--- config.mk ---
export PLATFORM = sky130hd
export DESIGN_NAME = bounded_deque_indexed_read
export DESIGN_NICKNAME = d
export VERILOG_FILES = /design/src/rtl/bdq_pkg.sv /design/src/rtl/bdq_ctrl.sv /design/src/rtl/bdq_dp.sv /design/src/rtl/bounded_deque_indexed_read.sv
export SDC_FILE = /design/constraint.sdc
export NUM_CORES = 1
export LEC_CHECK = 0
export ABC_AREA = 1
export BUFFER_PORTS_ARGS = -buffer_cell sky130_fd_sc_hd__buf_4
export CORE_UTILIZATION = 30
export CTS_BUF_LIST = sky130_fd_sc_hd__clkbuf_8
export DETAILED_ROUTE_END_ITERATION = 6
export HOLD_SLACK_MARGIN = 0.08
export PLACE_DENSITY = 0.46
export REMOVE_ABC_BUFFERS = 1
export SETUP_SLACK_MARGIN = 0.5
export SYNTH_ARGS = -nofsm -noshare
export SYNTH_HDL_FRONTEND = slang
export SYNTH_SLANG_ARGS = --single-unit
--- constraint.sdc ---
create_clock -name aclk -period 4 [get_ports aclk]
set_clock_uncertainty 0.2 [all_clocks]
set_input_delay 0.2 -clock aclk [delete_from_list [all_inputs] [get_ports aclk]]
set_output_delay 0.2 -clock aclk [all_outputs]
set_load 0.02 [all_outputs]
--- src/rtl/bdq_pkg.sv ---
// ----------------------------------------------------------------------------
// bdq_pkg
// Shared constants, operation and status codes, and controller/datapath
// interface types for the bounded deque.
// ----------------------------------------------------------------------------
package bdq_pkg;

    localparam int DEPTH   = 16;
    localparam int PTR_W   = $clog2(DEPTH);
    localparam int CNT_W   = PTR_W + 1;
    localparam int WORD_W  = 32;
    localparam int FUNC_W  = 3;
    localparam int POS_W   = 4;
    localparam int STAT_W  = 2;

    localparam logic [FUNC_W-1:0] OP_PUSH_FRONT = 3'd0;
    localparam logic [FUNC_W-1:0] OP_PUSH_BACK  = 3'd1;
    localparam logic [FUNC_W-1:0] OP_POP_FRONT  = 3'd2;
    localparam logic [FUNC_W-1:0] OP_POP_BACK   = 3'd3;
    localparam logic [FUNC_W-1:0] OP_READ       = 3'd4;

    localparam logic [STAT_W-1:0] ST_OK        = 2'd0;
    localparam logic [STAT_W-1:0] ST_EMPTY     = 2'd1;
    localparam logic [STAT_W-1:0] ST_FULL      = 2'd2;
    localparam logic [STAT_W-1:0] ST_BAD_INDEX = 2'd3;

    localparam logic [CNT_W-1:0] CNT_FULL = CNT_W'(DEPTH);

    typedef struct packed {
        logic load_in;   // capture request fields
        logic exec;      // update pointer/count, access store
        logic load_out;  // move result into output register
    } bdq_cmd_t;

    typedef struct packed {
        logic out_valid; // output register holds an untaken result
    } bdq_stat_t;

endpackage

--- src/rtl/bdq_ctrl.sv ---
// ----------------------------------------------------------------------------
// bdq_ctrl
// Sequencer: accept a request, execute it, hand the result to the output
// register once that register is free.
// ----------------------------------------------------------------------------
module bdq_ctrl import bdq_pkg::*; (
    input  logic      aclk,
    input  logic      aresetn,
    input  logic      s_valid,
    output logic      s_ready,
    input  logic      m_ready,
    input  bdq_stat_t stat,
    output bdq_cmd_t  cmd
);

    localparam logic [1:0] S_IDLE = 2'd0;
    localparam logic [1:0] S_EXEC = 2'd1;
    localparam logic [1:0] S_WB   = 2'd2;

    logic [1:0] state_reg, state_next;
    logic       out_free;

    assign out_free = !stat.out_valid || m_ready;
    assign s_ready  = (state_reg == S_IDLE);

    always_comb begin
        state_next   = state_reg;
        cmd.load_in  = 1'b0;
        cmd.exec     = 1'b0;
        cmd.load_out = 1'b0;
        unique case (state_reg)
            S_IDLE: begin
                if (s_valid) begin
                    cmd.load_in = 1'b1;
                    state_next  = S_EXEC;
                end
            end
            S_EXEC: begin
                cmd.exec   = 1'b1;
                state_next = S_WB;
            end
            S_WB: begin
                if (out_free) begin
                    cmd.load_out = 1'b1;
                    state_next   = S_IDLE;
                end
            end
            default: begin
                state_next = S_IDLE;
            end
        endcase
    end

    always_ff @(posedge aclk) begin
        if (!aresetn) begin
            state_reg <= S_IDLE;
        end else begin
            state_reg <= state_next;
        end
    end

endmodule

--- src/rtl/bdq_dp.sv ---
// ----------------------------------------------------------------------------
// bdq_dp
// Datapath: request registers, ring store, front pointer, element count and
// the output register.
// ----------------------------------------------------------------------------
module bdq_dp import bdq_pkg::*; (
    input  logic                     aclk,
    input  logic                     aresetn,
    input  bdq_cmd_t                 cmd,
    output bdq_stat_t                stat,
    input  logic [FUNC_W-1:0]        s_func,
    input  logic signed [WORD_W-1:0] s_value,
    input  logic [POS_W-1:0]         s_position,
    input  logic                     m_ready,
    output logic                     m_valid,
    output logic signed [WORD_W-1:0] m_read_value,
    output logic [STAT_W-1:0]        m_status,
    output logic [CNT_W-1:0]         m_occupancy,
    output logic                     m_is_empty
);

    logic [WORD_W-1:0] ring_mem [DEPTH];

    logic [FUNC_W-1:0]  func_reg;
    logic [WORD_W-1:0]  value_reg;
    logic [POS_W-1:0]   pos_reg;

    logic [PTR_W-1:0]   front_reg, front_next;
    logic [CNT_W-1:0]   cnt_reg, cnt_next;
    logic [STAT_W-1:0]  st_reg, st_next;
    logic               rd_ok_reg, rd_ok_next;
    logic [WORD_W-1:0]  rd_q_reg;

    logic               wr_en;
    logic [PTR_W-1:0]   wr_addr;
    logic [PTR_W-1:0]   rd_addr;
    logic               is_full, is_empty;

    logic               m_valid_reg;
    logic [WORD_W-1:0]  m_value_reg;
    logic [STAT_W-1:0]  m_status_reg;
    logic [CNT_W-1:0]   m_occ_reg;

    assign is_full  = (cnt_reg == CNT_FULL);
    assign is_empty = (cnt_reg == '0);
    assign rd_addr  = front_reg + PTR_W'(pos_reg);

    always_comb begin
        front_next = front_reg;
        cnt_next   = cnt_reg;
        st_next    = ST_OK;
        rd_ok_next = 1'b0;
        wr_en      = 1'b0;
        wr_addr    = front_reg - PTR_W'(1);
        unique case (func_reg)
            OP_PUSH_FRONT: begin
                if (is_full) begin
                    st_next = ST_FULL;
                end else begin
                    wr_en      = 1'b1;
                    front_next = front_reg - PTR_W'(1);
                    cnt_next   = cnt_reg + CNT_W'(1);
                end
            end
            OP_PUSH_BACK: begin
                wr_addr = front_reg + cnt_reg[PTR_W-1:0];
                if (is_full) begin
                    st_next = ST_FULL;
                end else begin
                    wr_en    = 1'b1;
                    cnt_next = cnt_reg + CNT_W'(1);
                end
            end
            OP_POP_FRONT: begin
                if (is_empty) begin
                    st_next = ST_EMPTY;
                end else begin
                    front_next = front_reg + PTR_W'(1);
                    cnt_next   = cnt_reg - CNT_W'(1);
                end
            end
            OP_POP_BACK: begin
                if (is_empty) begin
                    st_next = ST_EMPTY;
                end else begin
                    cnt_next = cnt_reg - CNT_W'(1);
                end
            end
            OP_READ: begin
                if (CNT_W'(pos_reg) < cnt_reg) begin
                    rd_ok_next = 1'b1;
                end else begin
                    st_next = ST_BAD_INDEX;
                end
            end
            default: begin
            end
        endcase
    end

    // request capture
    always_ff @(posedge aclk) begin
        if (cmd.load_in) begin
            func_reg  <= s_func;
            value_reg <= s_value;
            pos_reg   <= s_position;
        end
    end

    // ring store, registered read
    always_ff @(posedge aclk) begin
        if (cmd.exec && wr_en) begin
            ring_mem[wr_addr] <= value_reg;
        end
        if (cmd.exec) begin
            rd_q_reg <= ring_mem[rd_addr];
        end
    end

    always_ff @(posedge aclk) begin
        if (cmd.exec) begin
            st_reg    <= st_next;
            rd_ok_reg <= rd_ok_next;
        end
    end

    always_ff @(posedge aclk) begin
        if (!aresetn) begin
            front_reg <= '0;
            cnt_reg   <= '0;
        end else if (cmd.exec) begin
            front_reg <= front_next;
            cnt_reg   <= cnt_next;
        end
    end

    // output register
    always_ff @(posedge aclk) begin
        if (!aresetn) begin
            m_valid_reg <= 1'b0;
        end else if (cmd.load_out) begin
            m_valid_reg <= 1'b1;
        end else if (m_ready) begin
            m_valid_reg <= 1'b0;
        end
    end

    always_ff @(posedge aclk) begin
        if (cmd.load_out) begin
            m_status_reg <= st_reg;
            m_occ_reg    <= cnt_reg;
            if (rd_ok_reg) begin
                m_value_reg <= rd_q_reg;
            end else if (st_reg == ST_BAD_INDEX) begin
                m_value_reg <= '1;
            end else begin
                m_value_reg <= '0;
            end
        end
    end

    assign stat.out_valid = m_valid_reg;
    assign m_valid        = m_valid_reg;
    assign m_read_value   = m_value_reg;
    assign m_status       = m_status_reg;
    assign m_occupancy    = m_occ_reg;
    assign m_is_empty     = (m_occ_reg == '0);

endmodule

--- src/rtl/bounded_deque_indexed_read.sv ---
// ----------------------------------------------------------------------------
// bounded_deque_indexed_read
// Bounded double-ended queue of signed 32-bit words with indexed read.
//
//   channel | direction | ports
//   --------+-----------+--------------------------------------------------
//   request | in        | s_valid s_ready s_func s_value s_position
//   result  | out       | m_valid m_ready m_read_value m_status
//           |           | m_occupancy m_is_empty
//
// One request at a time: accept, execute (store write or registered store
// read, pointer/count update), write-back. Synchronous active-low reset
// clears pointer, count and valids; the store is not cleared.
// A stalled result holds write-back; the next request is accepted while the
// previous result still waits in the output register.
// ----------------------------------------------------------------------------
module bounded_deque_indexed_read import bdq_pkg::*; (
    input  logic                     aclk,
    input  logic                     aresetn,
    input  logic                     s_valid,
    output logic                     s_ready,
    input  logic [FUNC_W-1:0]        s_func,
    input  logic signed [WORD_W-1:0] s_value,
    input  logic [POS_W-1:0]         s_position,
    output logic                     m_valid,
    input  logic                     m_ready,
    output logic signed [WORD_W-1:0] m_read_value,
    output logic [STAT_W-1:0]        m_status,
    output logic [CNT_W-1:0]         m_occupancy,
    output logic                     m_is_empty
);

    bdq_cmd_t  cmd;
    bdq_stat_t stat;

    bdq_ctrl u_ctrl (
        .aclk    (aclk),
        .aresetn (aresetn),
        .s_valid (s_valid),
        .s_ready (s_ready),
        .m_ready (m_ready),
        .stat    (stat),
        .cmd     (cmd)
    );

    bdq_dp u_dp (
        .aclk         (aclk),
        .aresetn      (aresetn),
        .cmd          (cmd),
        .stat         (stat),
        .s_func       (s_func),
        .s_value      (s_value),
        .s_position   (s_position),
        .m_ready      (m_ready),
        .m_valid      (m_valid),
        .m_read_value (m_read_value),
        .m_status     (m_status),
        .m_occupancy  (m_occupancy),
        .m_is_empty   (m_is_empty)
    );

endmodule

* Word-level counts from Yosys, hierarchy flattened
Memory sizes are Yosys's and may differ from the RTL's. A register that Yosys moved wholly into a read port is not among the register bits. Index checks and enable logic that the tools add are counted.
Word-level totals: input bits 43, bits in writable memories 512, word-level logic and storage cells 77, memories kept 1, output and inout port bits 42, bits in registers 93
Operators by class: reduce and logical (&&, ||, !) cells 15, multiplexer cells 28, order comparisons 1, eq/ne operators 14, add/subtract/negate cells 6
Memory list:
- u_dp.ring_mem | words 16, bits a word 32, read ports 1, clocked after Yosys merged registers in 1, wr ports 1, RTL line bdq_dp.sv:22 | logic [WORD_W-1:0] ring_mem [DEPTH];
Operator list (count):
- two-way mux 32 bit | 2
- two-way mux 1 bit | 13
- two-way mux 4 bit | 3
- case mux 2 bit (3 select lines) | 2
- logical NOT 5 bit | 2
- two-way mux 5 bit | 2
- inequality test 2 bit (second input constant) | 5
- case mux 5 bit (2 select lines) | 1
- adder 4 bit | 2
- two-way mux 2 bit | 4
- case mux 4 bit (2 select lines) | 1
- AND reduction 4 bit | 2
- equality test 3 x 2 -> 1 bit (second input constant) | 2
- nonzero test 2 bit | 3
- adder 5 x 1 -> 5 bit (second input constant) | 1
- equality test 5 bit (second input constant) | 1
- < comparator 4 x 5 -> 1 bit | 1
- subtractor 5 x 1 -> 5 bit (second input constant) | 1
- adder 4 x 1 -> 4 bit (second input constant) | 1
- equality test 2 bit (second input constant) | 2
- OR reduction 2 bit | 2
- subtractor 4 x 1 -> 4 bit (second input constant) | 1
- equality test 3 x 1 -> 1 bit (second input constant) | 1
- equality test 3 bit (second input constant) | 1
- 8 further kinds | 8

* Depth between registers and ports, before layout
Gate-level depths: netlist of the first run.
depth after elaboration 6, mapped depth 11, gate-level depth less buffers 10

* Hierarchy
Synthesis of the first run repeated with hierarchy kept, for this count alone.
Second synthesis, totals: cell total of the unflattened synthesis 2031, area total of the unflattened synthesis 26093.8 um^2
Modules (own cells, without submodules):
- bdq_dp | cells an instance 2014, area an instance 25983.7 um^2, times used 1, seq. area each 18968.2 um^2
- bdq_ctrl | cells an instance 17, area an instance 110.1 um^2, times used 1, seq. area each 40.0 um^2

* Worst setup path after synthesis of the first run
No wires, ideal clock.
path kind reg-to-reg, from reg u_ctrl.state_reg[1], to reg u_dp.m_occ_reg[0] (netlist: u_dp.m_occupancy[0]) (enable), setup slack 124 ps, required time 3316 ps, arrival time 3192 ps, clock period less this slack 3876 ps, setup time 484 ps, path buffers 0, stages on the path, launching flop included 3, cells stage by stage dfxtp_1 > inv_1 > nor3_1
RTL lines:
- from (decl) | RTL line bdq_ctrl.sv:20 | logic [1:0] state_reg, state_next;
- from (signal assigned) | RTL line bdq_ctrl.sv:58 | state_reg <= state_next;
- to (signal assigned) | RTL line bdq_dp.sv:151 | m_occ_reg <= cnt_reg;
- to (decl) | RTL line bdq_dp.sv:42 | logic [CNT_W-1:0] m_occ_reg;

* Worst setup path in the final report of the first run
from reg u_dp.cnt_reg[0], to mem u_dp.ring_mem[9][4] (enable)
On the way: cells in the longest elaborated chain, start to end 6, elaborated cells on any way between the ends 8, classes of those cells add/sub: 1; eq/ne: 1; mux: 5; reduce/logical: 1
Ends and longest elaborated chain:
- from (decl) | RTL line bdq_dp.sv:29 | logic [CNT_W-1:0] cnt_reg, cnt_next;
- from (signal assigned) | RTL line bdq_dp.sv:133 | cnt_reg <= cnt_next;
- equality test 5 bit | RTL line bdq_dp.sv:44 | assign is_full = (cnt_reg == CNT_FULL);
- two-way mux 1 bit | RTL line bdq_dp.sv:57, bdq_dp.sv:67
- two-way mux 1 bit
- logical AND 1 bit | RTL line bdq_dp.sv:112 | if (cmd.exec && wr_en) begin
- two-way mux 1 bit | RTL line bdq_dp.sv:112
- two-way mux 1 bit (not written as such) | RTL line bdq_dp.sv:113 | ring_mem[wr_addr] <= value_reg;
- to (decl) | RTL line bdq_dp.sv:22
Several ways; a longest one is shown, not always the timed one.

==> flow_metrics.py, run 1 <==
metrics = {
    "synthesis": {
        "synth_top_area_cell": "edfxtp_1",
        "synth_top_flop_cell": "edfxtp_1",
        "synth-seq-area-share_pct": 72.31,
        "synthCells": 2027,
        "synth.most_common_cell": "edfxtp_1",
        "yosysTopAreaCellShare_pct": 71.40,
        "ys_ff_latch": 637,
        "synth.area.top_cells": "edfxtp_1, inv_1, nand3_1, nand2_1, o211ai_1",
        "synth_common_cells": "edfxtp_1, inv_1, nand2_1, nand3_1, o21ai_1",
        "syn_area_per_cell_um2": 12.97,
        "synth.distinct_cells": 35,
        "async_flop_share_pct": 0,
        "netlist_area_mm2": 0.02629,
        "yosysWarnings": 0,
        "synth_edf_count": 625,
    },
    "finish": {
        "instances_no_fill": 3472,
        "multi_input_area_mm2": 0.005523,
        "largest_register_ffs": 512,
        "top_register": "u_dp.ring_mem",
        "areaGrowthSynthToFinish_pct": 18.53,
        "register_area_mm2": 0.01901,
        "nNetsFinal": 2295,
        "drive_gt1_share_pct": 15.59,
        "fillCellCount": 8440,
    },
    "clock_network": {
        "cts_resized": 0,
        "htree_levels": 3,
        "clk_pin_slew_ps": 60,
        "clockRootBuffer": "clkbuf_8",
        "cts.path.max_buffers": 3,
        "clock_sinks": 637,
        "cts_tree": "built",
        "cts_buffers": 108,
        "worst_skew_pair.late_latency_ps": 700,
    },
    "global_routing": {
        "grt_pass1_wl_um": 98480,
        "grt_overflow": 0,
        "grt_pass1_vias": 15785,
        "met3_usage_pct": 2.406,
        "globalRoute.busiestLayer": "met2",
        "grt_max_degree": 138,
        "use_met2_pct": 24.63,
        "gr-usage-met1_pct": 19.86,
        "antenna_found_initial": 1,
        "gr-usage-all-layers_pct": 14.86,
    },
    "timing": {
        "min_period_ps": 3061,
        "fmax_mhz": 326.7,
        "finalHoldViolCount": 0,
        "finalMaxSlewViolations": 0,
        "worstMarginPinSlew_ps": 797.1,
        "whs_ps": 191.6,
        "period_share_pct": 76.52,
        "worst_slack_ps": 939.2,
        "grt_setup_unrepaired": "false",
        "finalSetupViolations": 0,
        "slew-limit-headroom_pct": 46.86,
    },
    "placed_design": {
        "hpwl_um": 32210,
        "portBuffers": 84,
        "gp_congestion": 0.7606,
        "pre_cts_slack_ps": 878.6,
        "placedCellCount": 3197,
    },
    "floorplanning": {
        "core_mm2": 0.08675,
        "start_util_pct": 30.30,
        "ios": 85,
        "row_count": 108,
        "die_h_um": 298.0,
        "dieArea_mm2": 0.08881,
        "die_x_um": 298.0,
    },
    "drt": {
        "dr.pass1.iters": 5,
        "viasPerCell": 4.509,
        "routed_wirelength_um": 65460,
        "drt_iter0_markers": 1131,
        "post-route-drc-count": 0,
        "antenna_left": 0,
        "via_count": 15654,
        "wl_per_cell_um": 18.85,
    },
    "critical_path": {
        "start_kind": "flop",
        "cp_top_family": "adder cells",
        "r2r_start": "u_dp.cnt_reg[0]",
        "r2r_slack_ps": 940,
        "cp_max_fo": 22,
        "r2r_end": "u_dp.ring_mem[9][4]",
        "crit_path_end_kind": "flop",
        "crit_top_cell": "inv_1",
        "setup.worst_path.class": "reg -> reg",
        "ff2ff_path_depth": 8,
        "required_ps": 4130,
        "arrival_ps": 3200,
        "cpPeakStageDelay_ps": 480,
        "crit_start": "u_dp.cnt_reg[0]",
        "critPathBufInv": 3,
        "crit_chain": "ha_1, inv_1, fa_1, inv_1, o21ai_1, nand3_1, nor2_4, buf_4",
        "crit_path_top_delay_cell": "dfxtp_1",
    },
    "outcome": {
        "status": "completed",
    },
    "power_and_ir_drop": {
        "power_density_mw_per_mm2": 454.7,
        "ir_drop_v": 0.0002095,
        "leakagePower_uw": 0.01149,
    },
    "worst_hold_path": {
        "holdCritPathClass": "in -> reg",
        "min_from": "aresetn",
        "whs_path_depth": 4,
        "worst_hold_path.endpoint": "u_dp.cnt_reg[3]",
    },
    "run": {
        "drv_cap": 0,
    },
}
-- cells in the final DEF, fill, tap and decap left out, types with 2 or more instances in the layout --
cell / Yosys / routed
edfxtp_1: 625 / 625
xnor2_1: 5 / 4
o21ai_1: 118 / 118
inv_1: 291 / 327
o21ai_0: 17 / 17
a21oi_1: 73 / 73
nand3_1: 216 / 216
nand3_2: 2 / 2
clkbuf_8: 0 / 109
nor2_2: 2 / 2
bufinv_16: 0 / 3
o211ai_1: 115 / 115
nor2_4: 1 / 17
buf_12: 0 / 27
nor2_1: 45 / 29
dfxtp_1: 12 / 12
xor2_1: 4 / 4
o211ai_2: 14 / 14
nor3_1: 5 / 3
nand2_2: 2 / 2
inv_2: 3 / 3
inv_6: 0 / 3
ha_1: 14 / 13
nand2_1: 275 / 275
dlygate4sd3_1: 0 / 83
nand4_1: 6 / 6
buf_4: 7 / 102
nor3_2: 0 / 2
clkinv_1: 0 / 29
clkinv_2: 0 / 7
fa_1: 3 / 2
a21oi_2: 60 / 60
-- cells by family after synthesis --
kind of cell | count (synthesis) | share of synthesized area (%)
AND/OR/NAND/NOR | 558 | 9.277
buffers and inverters | 408 | 7.278
XOR/XNOR | 9 | 0.2999
flip-flops | 637 | 72.31
adder cells (fa/ha/maj) | 17 | 0.8949
AO/OA/AOI/OAI | 398 | 9.939
-- per-stage QoR --
step	instance area, um2	utilization, %	setup TNS (ps)	total power [uW]
6_report	31160	35.92	0	14170
5_1_grt	31160	35.92	0	14810
4_1_cts	31160	35.91	0	14420
3_5_place_dp	28390	32.72	0	8918
3_3_place_gp	28390	32.72	0	8903
2_1_floorplan	25480	-	-209760	8581
-- power by group --
part / total, uW / leakage (uW) / switching [uW] / internal [uW]
Clock: 5350 / 0.00112 / 2630 / 2720
Combinational: 1240 / 0.00461 / 790 / 452
Sequential: 7580 / 0.00576 / 114 / 7460
-- timing repair --
| item | CTS | global route |
|---|---|---|
| endpoints found under the hold margin | 94 | 0 |
| hold buffers | 83 | 0 |
| buffers inserted | 0 | 0 |
-- tightest hold or removal path: stages --
cell	delay, ps
dlygate4sd3_1	530
buf_4	190
nand2_1	80
nor2_1	30
-- metal layers --
layer	up-vias	share of wire [%]
li1	7608	-
met1	7645	46
met2	316	48
met3	85	4.1
met5	-	0
met4	0	1.8
-- cell type report --
| class | count | area share [%] |
|---|---|---|
| diodes | 1 | 0.008031 |
| clock buffers | 109 | 4.815 |
| clock inverters | 82 | 1.409 |
| inverters | 294 | 3.542 |
| multi-input cells | 982 | 17.72 |
| flip-flops and latches | 637 | 61.00 |
| well taps | 1155 | 4.638 |
| repair buffers | 212 | 6.859 |
-- worst max-delay path by stage --
stage	endpoint	depth (start not counted)
floorplan	u_dp.rd_q_reg[0]	5
global placement	u_dp.ring_mem[9][6]	8
detailed placement	u_dp.ring_mem[9][6]	8
CTS	u_dp.ring_mem[9][10]	8
global route	u_dp.ring_mem[9][0]	10
finish	u_dp.ring_mem[9][4]	8
(Power assumes the default switching activity.)
==> run 2, diff against run 1 <==
- clock period: 4 -> 2.75 ns (I/O delays scaled with it)
==> flow_metrics.py, run 2 (synthesis results as in run 1) <==
metrics = {
    "critical_path": {
        "cp_top_family": "buffers and inverters",
        "crit_path_end_kind": "flop",
        "start_kind": "flop",
        "crit_top_cell": "buf_6",
        "cp_max_fo": 5,
        "cpPeakStageDelay_ps": 520,
        "r2r_slack_ps": -6,
        "arrival_ps": 3010,
        "ff2ff_path_depth": 13,
        "crit_path_top_delay_cell": "fa_2",
        "cp.depth": 13,
        "required_ps": 3000,
        "critPathBufInv": 8,
        "setup.worst_path.class": "reg -> reg",
        "crit_chain": "buf_12, ha_4, inv_2, fa_2, inv_2, o21ai_4, nand3_2, buf_6, nor2_4, buf_6, buf_6, buf_6, buf_16",
    },
    "finish": {
        "nNetsFinal": 2506,
        "design_area_mm2": 0.03511,
        "largest_register_ffs": 512,
        "utilization_pct": 40.47,
        "final_cell_mix": "edfxtp_1, inv_1, nand2_1",
        "top_register": "u_dp.ring_mem",
        "areaGrowthSynthToFinish_pct": 33.57,
        "layout_commonest_cell": "edfxtp_1",
        "drive_gt1_share_pct": 23.98,
    },
    "floorplanning": {
        "die_h_um": 298.0,
        "ios": 85,
        "row_count": 108,
        "start_util_pct": 30.30,
        "core_mm2": 0.08675,
        "die_x_um": 298.0,
        "dieArea_mm2": 0.08881,
    },
    "clock_network": {
        "clock_sinks": 637,
        "clk_pin_slew_ps": 60,
        "clockRootBuffer": "clkbuf_8",
        "worst_skew_pair.late_latency_ps": 740,
        "htree_levels": 3,
        "cts.path.max_buffers": 3,
        "cts_buffers": 112,
        "cts_tree": "built",
    },
    "global_routing": {
        "grt_pass1_wl_um": 110000,
        "grt_max_degree": 97,
        "gr-usage-all-layers_pct": 16.86,
        "grt_overflow": 0,
        "grt_pass1_vias": 16736,
        "antenna_found_initial": 1,
    },
    "power_and_ir_drop": {
        "p_seq_share_pct": 50.9,
        "p_int_uw": 16150,
        "clockPowerShare_pct": 38.7,
        "p_sw_share_pct": 25.45,
        "ir_drop_v": 0.0003430,
        "p_switching_uw": 5515,
        "power_density_mw_per_mm2": 617.2,
        "combPwrFrac_pct": 10.4,
        "power_uw": 21670,
        "leakagePower_uw": 0.01324,
    },
    "drt": {
        "routed_wirelength_um": 78750,
        "wl_per_cell_um": 21.31,
        "post-route-drc-count": 0,
        "dr.pass1.iters": 5,
        "via_count": 17082,
        "viasPerCell": 4.622,
        "drt_iter0_markers": 1257,
        "antenna_left": 0,
    },
    "timing": {
        "finalMaxSlewViolations": 0,
        "min_period_ps": 2756,
        "fmax_mhz": 362.8,
        "whs_ps": 271.9,
        "worst_slack_ps": -6.361,
        "finalSetupViolations": 5,
        "slew-limit-headroom_pct": 39.31,
        "grt_setup_unrepaired": "true",
        "period_share_pct": 100.2,
        "worstMarginPinSlew_ps": 910.3,
        "finalHoldViolCount": 0,
    },
    "placed_design": {
        "postPlaceCellArea_mm2": 0.02923,
        "hpwl_um": 38490,
        "pre_cts_slack_ps": -70.60,
        "portBuffers": 84,
        "gp_congestion": 0.7790,
    },
    "outcome": {
        "status": "complete, but fails checks",
        "violations": "setup timing",
    },
    "run": {
        "drv_cap": 0,
    },
    "worst_hold_path": {
        "whs_path_depth": 0,
        "holdCritPathClass": "reg -> reg",
    },
}
-- run 2: layout make-up --
type / instances / area, um2
clock buffers: 114 / 1569
inverters: 294 / 1104
repair buffers: 419 / 5751
well taps: 1155 / 1445
diodes: 1 / 2.502
clock inverters: 94 / 548.0
multi-input cells: 982 / 5678
fillers: 8156 / 51640
flip-flops and latches: 637 / 19010
-- run 2: repair_timing --
| item | 4_1_cts | 5_1_grt |
|---|---|---|
| cloned | 30 | 18 |
| endpoints found under the setup margin | 544 | 544 |
| gates resized for setup | 101 | 66 |
| buffers inserted | 64 | 31 |
| pin swaps | 12 | 28 |
| hold endpoints to repair | 106 | 0 |
| hold buffers | 86 | 0 |
-- run 2: worst paths after layout --
kind | from | end
hold reg to reg | u_dp.st_reg[0] | u_dp.m_status[0]
setup / recovery | u_dp.front_reg[0] | u_dp.ring_mem[4][21]
hold / removal | u_dp.st_reg[0] | u_dp.m_status[0]
setup reg to reg | u_dp.front_reg[0] | u_dp.ring_mem[4][21]
-- run 2: through the flow --
step	std cells	TNS, ps
2_1_floorplan	1913	-773900
3_3_place_gp	3258	-278.0
3_5_place_dp	3258	-2510
4_1_cts	3646	0
5_1_grt	3696	-3160
6_report	3696	-16.74
-- run 2: metal layers --
layer	GRT usage [%]	part of all wire [%]	routed length, um
met1	22.27	44	34770
met2	28.31	50	38990
met3	2.545	4.3	3364
met4	5.495	2.1	1631
met5	0	0	0
-- run 2: power by group through the flow --
| stage | combinational [uW] | clock (uW) | sequential (uW) |
|---|---|---|---|
| detailed placement | 1920 | 0 | 11200 |
| CTS | 2110 | 8630 | 11000 |
| global placement | 1910 | 0 | 11200 |
| global route | 2480 | 9050 | 11000 |
| finish | 2260 | 8380 | 11000 |
| floorplan | 1310 | 0 | 11200 |
